File: src/rsc_pkg.sv
`default_nettype none
package rsc_pkg;

  localparam int unsigned NumSites = 16;
  localparam int unsigned NumVals  = 8;
  localparam int unsigned SiteW    = 4;
  localparam int unsigned ValW     = 3;
  localparam int unsigned CntW     = 5;
  localparam int unsigned LenW     = 5;
  localparam int unsigned QW       = 4;
  localparam int unsigned ThrW     = 16;
  localparam int unsigned RngW     = 32;
  localparam int unsigned CfgIdxW  = 4;
  localparam int unsigned CfgDataW = 32;

  // Configuration register indexes.
  localparam logic [CfgIdxW-1:0] RegRingLength = 4'd0;
  localparam logic [CfgIdxW-1:0] RegNumStates  = 4'd1;
  localparam logic [CfgIdxW-1:0] RegThreshold  = 4'd2;
  localparam logic [CfgIdxW-1:0] RegRngSeed    = 4'd3;

  // Control broadcast to every site cell.
  typedef struct packed {
    logic            init;
    logic            place;
    logic            step_right;
    logic            step_left;
    logic            flip;
    logic [ValW-1:0] old_val;
    logic [ValW-1:0] new_val;
  } cell_ctl_t;

  // Effective ring length, clamped to 2..NumSites.
  function automatic logic [LenW-1:0] eff_len(input logic [LenW-1:0] n);
    logic [LenW-1:0] r;
    r = n;
    if (n < LenW'(2)) r = LenW'(2);
    if (n > LenW'(NumSites)) r = LenW'(NumSites);
    return r;
  endfunction

  // Effective number of spin values, clamped to 2..NumVals.
  function automatic logic [QW-1:0] eff_q(input logic [QW-1:0] n);
    logic [QW-1:0] r;
    r = n;
    if (n < QW'(2)) r = QW'(2);
    if (n > QW'(NumVals)) r = QW'(NumVals);
    return r;
  endfunction

  // Site number reduced modulo the ring length by shifted compare and subtract.
  function automatic logic [SiteW-1:0] site_mod(input logic [SiteW-1:0] s,
                                                input logic [LenW-1:0] len);
    logic [SiteW+LenW-1:0] r;
    logic [SiteW+LenW-1:0] d;
    r = (SiteW+LenW)'(s);
    for (int k = SiteW - 1; k >= 0; k--) begin
      d = (SiteW+LenW)'(len) << k;
      if (r >= d) r = r - d;
    end
    return r[SiteW-1:0];
  endfunction

endpackage
`default_nettype wire

File: src/ring_spin_cluster_flip.sv
`default_nettype none
// A transaction is accepted only while idle; the seed flip, the walk right and left
// and the count update follow in turn, then the result strobe. busy_o is low again in
// the strobe cycle. The walk token takes one site per cycle, and no new seed is taken
// before the result. The receiver cannot stall: each result strobe lasts one cycle only.
// Reset: all spins zero, the whole ring counted under value zero, generator at its seed.
module ring_spin_cluster_flip (
  input  wire logic                          clk_i,
  input  wire logic                          rst_ni,
  input  wire logic                          start_i,
  output logic                               busy_o,
  input  wire logic [rsc_pkg::SiteW-1:0]     seed_site_i,
  input  wire logic                          cfg_valid_i,
  output logic                               cfg_ready_o,
  input  wire logic [rsc_pkg::CfgIdxW-1:0]   cfg_index_i,
  input  wire logic [rsc_pkg::CfgDataW-1:0]  cfg_data_i,
  output logic                               done_o,
  output logic [rsc_pkg::SiteW-1:0]          cluster_start_o,
  output logic [rsc_pkg::LenW-1:0]           cluster_length_o,
  output logic [rsc_pkg::ValW-1:0]           old_value_o,
  output logic [rsc_pkg::ValW-1:0]           new_value_o,
  output logic [rsc_pkg::CntW-1:0]           old_value_count_o,
  output logic [rsc_pkg::CntW-1:0]           new_value_count_o
);
  import rsc_pkg::*;

  // Sequencer states. The seed is flipped first, then the token walks right,
  // is placed left of the seed and walks left, and the counts are settled.
  localparam logic [2:0] StIdle  = 3'd0;
  localparam logic [2:0] StSeed  = 3'd1;
  localparam logic [2:0] StRight = 3'd2;
  localparam logic [2:0] StLeft  = 3'd3;
  localparam logic [2:0] StFin   = 3'd4;

  logic [2:0] state_q, state_d;

  // Configuration registers.
  logic [LenW-1:0]  ring_len_q, ring_len_d;
  logic [QW-1:0]    num_states_q, num_states_d;
  logic [ThrW-1:0]  thr_q, thr_d;
  logic [RngW-1:0]  rng_seed_q, rng_seed_d;
  logic             geom_init;
  logic             rng_load;

  // Per-item working registers.
  logic [SiteW-1:0] s_q, s_d;
  logic [ValW-1:0]  old_q, old_d;
  logic [ValW-1:0]  new_q, new_d;
  logic [LenW-1:0]  right_q, right_d;
  logic [LenW-1:0]  left_q, left_d;

  logic [CntW-1:0]  counts_q [NumVals];
  logic [CntW-1:0]  counts_d [NumVals];

  logic             done_q, done_d;
  logic [SiteW-1:0] start_q, start_d;
  logic [LenW-1:0]  length_q, length_d;
  logic [CntW-1:0]  old_cnt_q, old_cnt_d;
  logic [CntW-1:0]  new_cnt_q, new_cnt_d;

  // Cell row wiring.
  cell_ctl_t           ctl;
  logic [NumSites-1:0] place_vec;
  logic [NumSites-1:0] tok_w;
  logic [NumSites-1:0] hit_w;
  logic [NumSites-1:0] tok_lower;
  logic [NumSites-1:0] tok_upper;
  logic [ValW-1:0]     spin_w [NumSites];

  logic             hit_any;
  logic             rng_step;
  logic             rng_join;
  logic [LenW-1:0]  len;
  logic [QW-1:0]    q;
  logic [SiteW-1:0] s_mod;
  logic [SiteW-1:0] s_right;
  logic [SiteW-1:0] s_left;
  logic [ValW-1:0]  seed_val;
  logic [LenW-1:0]  total;
  logic [LenW:0]    wrap_start;

  assign len     = eff_len(ring_len_q);
  assign q       = eff_q(num_states_q);
  assign hit_any = |hit_w;

  // Configuration writes are always taken. Any known register reloads the
  // generator; a geometry register also clears the ring.
  assign cfg_ready_o = 1'b1;

  always_comb begin
    ring_len_d   = ring_len_q;
    num_states_d = num_states_q;
    thr_d        = thr_q;
    rng_seed_d   = rng_seed_q;
    geom_init    = 1'b0;
    rng_load     = 1'b0;
    if (cfg_valid_i) begin
      unique case (cfg_index_i)
        RegRingLength: begin
          ring_len_d = cfg_data_i[LenW-1:0];
          geom_init  = 1'b1;
          rng_load   = 1'b1;
        end
        RegNumStates: begin
          num_states_d = cfg_data_i[QW-1:0];
          geom_init    = 1'b1;
          rng_load     = 1'b1;
        end
        RegThreshold: begin
          thr_d    = cfg_data_i[ThrW-1:0];
          rng_load = 1'b1;
        end
        RegRngSeed: begin
          rng_seed_d = cfg_data_i[RngW-1:0];
          rng_load   = 1'b1;
        end
        default: begin
        end
      endcase
    end
  end

  // Ring neighbours: the site at the end of the used ring wraps to site zero,
  // and cells beyond the used ring never receive the token.
  always_comb begin
    for (int i = 0; i < NumSites; i++) begin
      if (i == 0) begin
        tok_lower[i] = tok_w[len[SiteW-1:0] - SiteW'(1)];
      end else if (LenW'(i) < len) begin
        tok_lower[i] = tok_w[(i + NumSites - 1) % NumSites];
      end else begin
        tok_lower[i] = 1'b0;
      end
      if (LenW'(i) == len - LenW'(1)) begin
        tok_upper[i] = tok_w[0];
      end else if (LenW'(i + 1) < len) begin
        tok_upper[i] = tok_w[(i+1) % NumSites];
      end else begin
        tok_upper[i] = 1'b0;
      end
    end
  end

  assign s_mod    = site_mod(seed_site_i, len);
  assign seed_val = spin_w[s_mod];
  assign s_right  = (LenW'(s_q) + LenW'(1) == len) ? '0 : s_q + SiteW'(1);
  assign s_left   = (s_q == '0) ? SiteW'(len - LenW'(1)) : s_q - SiteW'(1);
  assign total    = LenW'(1) + right_q + left_q;
  assign wrap_start = (LenW+1)'(s_q) + (LenW+1)'(len) - (LenW+1)'(left_q);

  always_comb begin
    state_d     = state_q;
    s_d         = s_q;
    old_d       = old_q;
    new_d       = new_q;
    right_d     = right_q;
    left_d      = left_q;
    done_d      = 1'b0;
    start_d     = start_q;
    length_d    = length_q;
    old_cnt_d   = old_cnt_q;
    new_cnt_d   = new_cnt_q;
    rng_step    = 1'b0;
    place_vec   = '0;
    ctl.init       = geom_init;
    ctl.place      = 1'b0;
    ctl.step_right = 1'b0;
    ctl.step_left  = 1'b0;
    ctl.flip       = 1'b0;
    ctl.old_val    = old_q;
    ctl.new_val    = new_q;
    for (int k = 0; k < NumVals; k++) counts_d[k] = counts_q[k];

    unique case (state_q)
      StIdle: begin
        if (start_i) begin
          ctl.place = 1'b1;
          place_vec = NumSites'(1) << s_mod;
          s_d       = s_mod;
          old_d     = seed_val;
          new_d     = ((QW'(seed_val) + QW'(1)) == q) ? '0 : seed_val + ValW'(1);
          right_d   = '0;
          left_d    = '0;
          state_d   = StSeed;
        end
      end
      StSeed: begin
        ctl.flip  = 1'b1;
        ctl.place = 1'b1;
        place_vec = NumSites'(1) << s_right;
        state_d   = StRight;
      end
      StRight: begin
        rng_step = hit_any;
        if (hit_any && rng_join) begin
          ctl.flip       = 1'b1;
          ctl.step_right = 1'b1;
          right_d        = right_q + LenW'(1);
        end else begin
          ctl.place = 1'b1;
          place_vec = NumSites'(1) << s_left;
          state_d   = StLeft;
        end
      end
      StLeft: begin
        rng_step = hit_any;
        if (hit_any && rng_join) begin
          ctl.flip      = 1'b1;
          ctl.step_left = 1'b1;
          left_d        = left_q + LenW'(1);
        end else begin
          state_d = StFin;
        end
      end
      StFin: begin
        // The whole cluster moved from the old value to the new one.
        old_cnt_d        = counts_q[old_q] - CntW'(total);
        new_cnt_d        = counts_q[new_q] + CntW'(total);
        counts_d[old_q]  = old_cnt_d;
        counts_d[new_q]  = new_cnt_d;
        length_d         = total;
        if (total >= len) begin
          start_d = s_q;
        end else if (wrap_start >= (LenW+1)'(len)) begin
          start_d = SiteW'(wrap_start - (LenW+1)'(len));
        end else begin
          start_d = SiteW'(wrap_start);
        end
        done_d  = 1'b1;
        state_d = StIdle;
      end
      default: begin
        state_d = StIdle;
      end
    endcase

    if (geom_init) begin
      for (int k = 0; k < NumVals; k++) counts_d[k] = '0;
      counts_d[0] = CntW'(eff_len(ring_len_d));
    end
  end

  for (genvar i = 0; i < NumSites; i++) begin : g_cell
    rsc_cell u_cell (
      .clk_i       (clk_i),
      .rst_ni      (rst_ni),
      .ctl_i       (ctl),
      .place_i     (place_vec[i]),
      .tok_lower_i (tok_lower[i]),
      .tok_upper_i (tok_upper[i]),
      .spin_o      (spin_w[i]),
      .tok_o       (tok_w[i]),
      .hit_o       (hit_w[i])
    );
  end

  rsc_rng u_rng (
    .clk_i  (clk_i),
    .rst_ni (rst_ni),
    .load_i (rng_load),
    .seed_i (rng_seed_d),
    .step_i (rng_step),
    .thr_i  (thr_q),
    .join_o (rng_join)
  );

  always_ff @(posedge clk_i or negedge rst_ni) begin
    if (!rst_ni) begin
      state_q      <= StIdle;
      ring_len_q   <= LenW'(16);
      num_states_q <= QW'(3);
      thr_q        <= ThrW'(56174);
      rng_seed_q   <= RngW'(1);
      done_q       <= 1'b0;
      for (int k = 0; k < NumVals; k++) begin
        counts_q[k] <= (k == 0) ? CntW'(NumSites) : '0;
      end
    end else begin
      state_q      <= state_d;
      ring_len_q   <= ring_len_d;
      num_states_q <= num_states_d;
      thr_q        <= thr_d;
      rng_seed_q   <= rng_seed_d;
      done_q       <= done_d;
      for (int k = 0; k < NumVals; k++) counts_q[k] <= counts_d[k];
    end
  end

  // Payload registers carry no reset.
  always_ff @(posedge clk_i) begin
    s_q       <= s_d;
    old_q     <= old_d;
    new_q     <= new_d;
    right_q   <= right_d;
    left_q    <= left_d;
    start_q   <= start_d;
    length_q  <= length_d;
    old_cnt_q <= old_cnt_d;
    new_cnt_q <= new_cnt_d;
  end

  assign busy_o            = (state_q != StIdle);
  assign done_o            = done_q;
  assign cluster_start_o   = start_q;
  assign cluster_length_o  = length_q;
  assign old_value_o       = old_q;
  assign new_value_o       = new_q;
  assign old_value_count_o = old_cnt_q;
  assign new_value_count_o = new_cnt_q;

endmodule
`default_nettype wire

File: src/rsc_cell.sv
`default_nettype none
// One ring site: its spin value and the walk token, which moves to a
// neighbouring cell on each step of the cluster walk.
module rsc_cell (
  input  wire logic                    clk_i,
  input  wire logic                    rst_ni,
  input  wire rsc_pkg::cell_ctl_t      ctl_i,
  input  wire logic                    place_i,
  input  wire logic                    tok_lower_i,
  input  wire logic                    tok_upper_i,
  output logic [rsc_pkg::ValW-1:0]     spin_o,
  output logic                         tok_o,
  output logic                         hit_o
);
  import rsc_pkg::*;

  logic [ValW-1:0] spin_q, spin_d;
  logic            tok_q, tok_d;

  always_comb begin
    spin_d = spin_q;
    tok_d  = tok_q;
    if (ctl_i.init) begin
      spin_d = '0;
      tok_d  = 1'b0;
    end else begin
      if (ctl_i.flip && tok_q) spin_d = ctl_i.new_val;
      if (ctl_i.place) begin
        tok_d = place_i;
      end else if (ctl_i.step_right) begin
        tok_d = tok_lower_i;
      end else if (ctl_i.step_left) begin
        tok_d = tok_upper_i;
      end
    end
  end

  always_ff @(posedge clk_i or negedge rst_ni) begin
    if (!rst_ni) begin
      spin_q <= '0;
      tok_q  <= 1'b0;
    end else begin
      spin_q <= spin_d;
      tok_q  <= tok_d;
    end
  end

  assign spin_o = spin_q;
  assign tok_o  = tok_q;
  assign hit_o  = tok_q && (spin_q == ctl_i.old_val);

endmodule
`default_nettype wire

File: src/rsc_rng.sv
`default_nettype none
// xorshift32 generator; each step yields one draw from the upper half word.
module rsc_rng (
  input  wire logic                      clk_i,
  input  wire logic                      rst_ni,
  input  wire logic                      load_i,
  input  wire logic [rsc_pkg::RngW-1:0]  seed_i,
  input  wire logic                      step_i,
  input  wire logic [rsc_pkg::ThrW-1:0]  thr_i,
  output logic                           join_o
);
  import rsc_pkg::*;

  logic [RngW-1:0] x_q, x_d;
  logic [RngW-1:0] a, b, c;

  always_comb begin
    a = x_q ^ (x_q << 13);
    b = a ^ (a >> 17);
    c = b ^ (b << 5);
    x_d = x_q;
    if (load_i) begin
      x_d = (seed_i == '0) ? RngW'(1) : seed_i;
    end else if (step_i) begin
      x_d = c;
    end
  end

  always_ff @(posedge clk_i or negedge rst_ni) begin
    if (!rst_ni) begin
      x_q <= RngW'(1);
    end else begin
      x_q <= x_d;
    end
  end

  assign join_o = c[RngW-1:RngW-ThrW] < thr_i;

endmodule
`default_nettype wire

File: config.mk
export PLATFORM = sky130hd
export DESIGN_NAME = ring_spin_cluster_flip
export DESIGN_NICKNAME = d
export VERILOG_FILES = /design/src/rsc_pkg.sv /design/src/ring_spin_cluster_flip.sv /design/src/rsc_cell.sv /design/src/rsc_rng.sv
export SDC_FILE = /design/constraint.sdc
export NUM_CORES = 1
export LEC_CHECK = 0
export ABC_AREA = 1
export BUFFER_PORTS_ARGS = -buffer_cell sky130_fd_sc_hd__buf_2
export CAP_MARGIN = 20
export CORE_MARGIN = 2
export CORE_UTILIZATION = 63
export CTS_CLUSTER_DIAMETER = 100
export DETAILED_ROUTE_END_ITERATION = 7
export PLACE_DENSITY = 0.81
export SYNTH_ARGS = -nofsm -noshare
export SYNTH_HDL_FRONTEND = slang
export SYNTH_SLANG_ARGS = --single-unit
File: constraint.sdc
create_clock -name clk_i -period 8.45 [get_ports clk_i]
set_clock_uncertainty 0.05 [all_clocks]
set_input_delay 1.69 -clock clk_i [delete_from_list [all_inputs] [get_ports clk_i]]
set_output_delay 1.69 -clock clk_i [all_outputs]
set_load 0.005 [all_outputs]
==> run summary <==
top cell family by delay on the critical path - simple AND/OR/NAND/NOR gates
CP startpoint kind - input port
Filler Cell Count - 2090
ys async rst share - 83.47%
fin area - 18010 um2
Clock Path Buffers - 3
DRT iter0 DRCs - 2008
main combinational cell family by area after synthesis - simple AND/OR/NAND/NOR gates
# setup viols final - 0
Total Die Area - 27300 um2
status - complete, no violations
Synth Cell Area - 16380 um2
Worst Path Required - 8.71 ns
Fmax - 0.1266 GHz
cts hold-fix bufs - 0
Yosys top cell area share - 27.50%
Syn Area/Cell - 7.520 um2
critical path class - input port to flop
post-DR wirelength/cell - 19.20 um
Tightest Hold Check Type - flop to flop
Synth Area in Adders - 6.616%
commonest non-fill, non-tap cell in the layout - nand2_1
# H-tree levels - 1
post-synth cell types - 60
half-perimeter wire length after placement - 36.01 mm
Total GRT Usage - 36.56%
core area - 25760 um2
P&R area growth vs syn - 9.985%
largest net degree at the start of global routing - 83
Slew Viols, Final - 0
drc violations - 0
placer's final routability congestion estimate - 1.001
Reg area - 6122 um2
Final WS setup - 0.5495 ns
post-synthesis register bit count - 236
placed insts - 2535
headroom to the max-slew limit - 28.93%
first-pass detailed-route iteration total - 6
Die H - 165.2 um
Worst Path Max Fanout - 16
IO Count - 72
CTS root buf - clkbuf_16
Clock Latency Late Sink - 0.56 ns
fraction of layout cells with a size suffix above 1 - 10.47%
post-route ant nets - 0
DP Area - 17000 um2
vias in the first global route - 14967
Compound-Gate Fraction of Synth Area - 17.46%
most frequent cells in the layout - nand2_1 (446), inv_1 (307), o21ai_0 (228), dfrtp_1 (180), nor2_1 (166)
Synth Flop Type - dfrtp_1
initial core utilization - 63.57%
Num CTS Buffers - 27
multiplexer share of the synthesized area - 0%
area occupied by multi-input gates - 8792 um2
WP data arrival - 8.16 ns
Place WS - -0.2997 ns
first-pass GRT wire length - 78.45 mm
crit end category - flop
clk slew on worst S/H paths - 0.06 ns
Routed WL - 49.69 mm
Non-Filler Instances - 2588
initial antenna violation count - 0
max-cap violations - 0
Synth Area in XOR/XNOR - 5.882%
num rows - 59
warnings from Yosys - 0
final hold violation count - 0
most common cell type on the critical path - nand2_1
Synth Area in Simple Gates - 23.23%
TritonCTS Sinks - 236
gate count after technology mapping - 2178
Yosys top cell by area - dfrtp_1
post-synthesis sequential area ratio - 37.38%
CTS tree - built
final setup TNS - 0 ns
die width - 165.2 um
I/O Buffers - 70
fin nets - 2357
Tmin final - 7.900 ns
# diodes - 0
vias per cell - 6.107
syn nets - 2302
Final period util - 93.50%
EDFF count, synth - 39
actual slew at the worst max-slew pin - 1.062 ns
main area contributors after synthesis - dfrtp_1 (28%), nand2_1 (10%), edfxtp_1 (7.2%)
Crit path largest cell delay - 0.45 ns
critical path buffer and inverter count - 9
Max stage delay cell, worst path - fa_1
routed vias - 15805
Overflow after GRT - 0
[registers in the layout, summed over array words and instances, names as in the netlist, 16 cells and up]
register / cells
counts_q: 40
g_cell.u_cell.spin_o: 48
g_cell.u_cell.tok_o: 16
rng_seed_q: 32
thr_q: 16
u_rng.x_q: 32
[metrics by stage]
step	util, %	hold slack [ns]
6_report	69.92	0.4400
3_5_place_dp	65.99	0.4273
5_1_grt	69.92	0.4576
4_1_cts	69.48	0.4436
2_1_floorplan	-	0.4030
3_3_place_gp	65.99	0.4223
[metal layers]
metal / track usage, % / up-vias / part of all wire [%]
met2: 56.52 / 836 / 45
li1: - / 7387 / -
met4: 15.73 / 0 / 4.2
met5: 0 / - / 0
met1: 50.33 / 7425 / 42
met3: 6.968 / 157 / 9.3
[synthesized netlist by cell type (15+ instances only)]
cell / number
a211oi_1: 15
a21oi_1: 77
a31oi_1: 17
clkbuf_1: 43
dfrtp_1: 180
dfstp_2: 17
edfxtp_1: 39
ha_1: 69
inv_1: 308
nand2_1: 446
nand3_1: 104
nand4_1: 23
nor2_1: 166
nor3_1: 39
nor4_1: 16
o21ai_0: 230
o21ai_1: 15
o22ai_1: 69
o32ai_1: 18
or2_2: 34
xnor2_1: 32
xor2_1: 78
[path summary, 6_finish.rpt]
path,start,cells past startpoint,to,slack [ns]
setup reg to reg,ring_len_q[4]$_DFF_PN1_,50,new_value_o[1]$_SDFFCE_PN0P_,0.59
setup / recovery,seed_site_i[3],49,new_value_o[1]$_SDFFCE_PN0P_,0.55
min in group asynchronous,rst_ni,1,g_cell[7].u_cell.spin_o[1]$_DFFE_PN0P_,1.09
max in group asynchronous,rst_ni,2,counts_q[17]$_DFFE_PN0P_,5.87
hold / removal,thr_q[14]$_DFFE_PN1P_,2,thr_q[14]$_DFFE_PN1P_,0.44
hold reg to reg,thr_q[14]$_DFFE_PN1P_,2,thr_q[14]$_DFFE_PN1P_,0.44
[area by class of cell]
class,count,area share (%)
clock buffer,40,4.598
clock inverter,9,0.4029
inverter,323,6.731
multi-input combinational,1551,48.81
sequential,236,33.99
tap,335,2.327
timing repair buffer,94,3.146
[logic make-up (layout without fill, tap and decap cells)]
| kind of cell | after synthesis | after routing |
|---|---|---|
| AOI/OAI and AO/OA | 493 | 493 |
| DFF | 236 | 236 |
| and+or+nand+nor | 865 | 866 |
| other | 2 | 2 |
| buffers and inverters | 392 | 466 |
| xor gates and xnor gates | 110 | 110 |
| adders and majority gates | 80 | 80 |
[what timing repair did]
item                                    in CTS  in global routing
gates resized for setup                      0                 12
endpoints found under the hold margin        0                  0
endpoints found under the setup margin       0                 12
buffers inserted                             0                  1
[worst min-delay path, stage by stage, from the launching register on]
cell	delay, ns
dfstp_2	0.37
nand2_1	0.05
o21ai_0	0.07
Power is not shown: default switching activity piles up to over one toggle a cycle in this logic, so the estimate is an artifact.
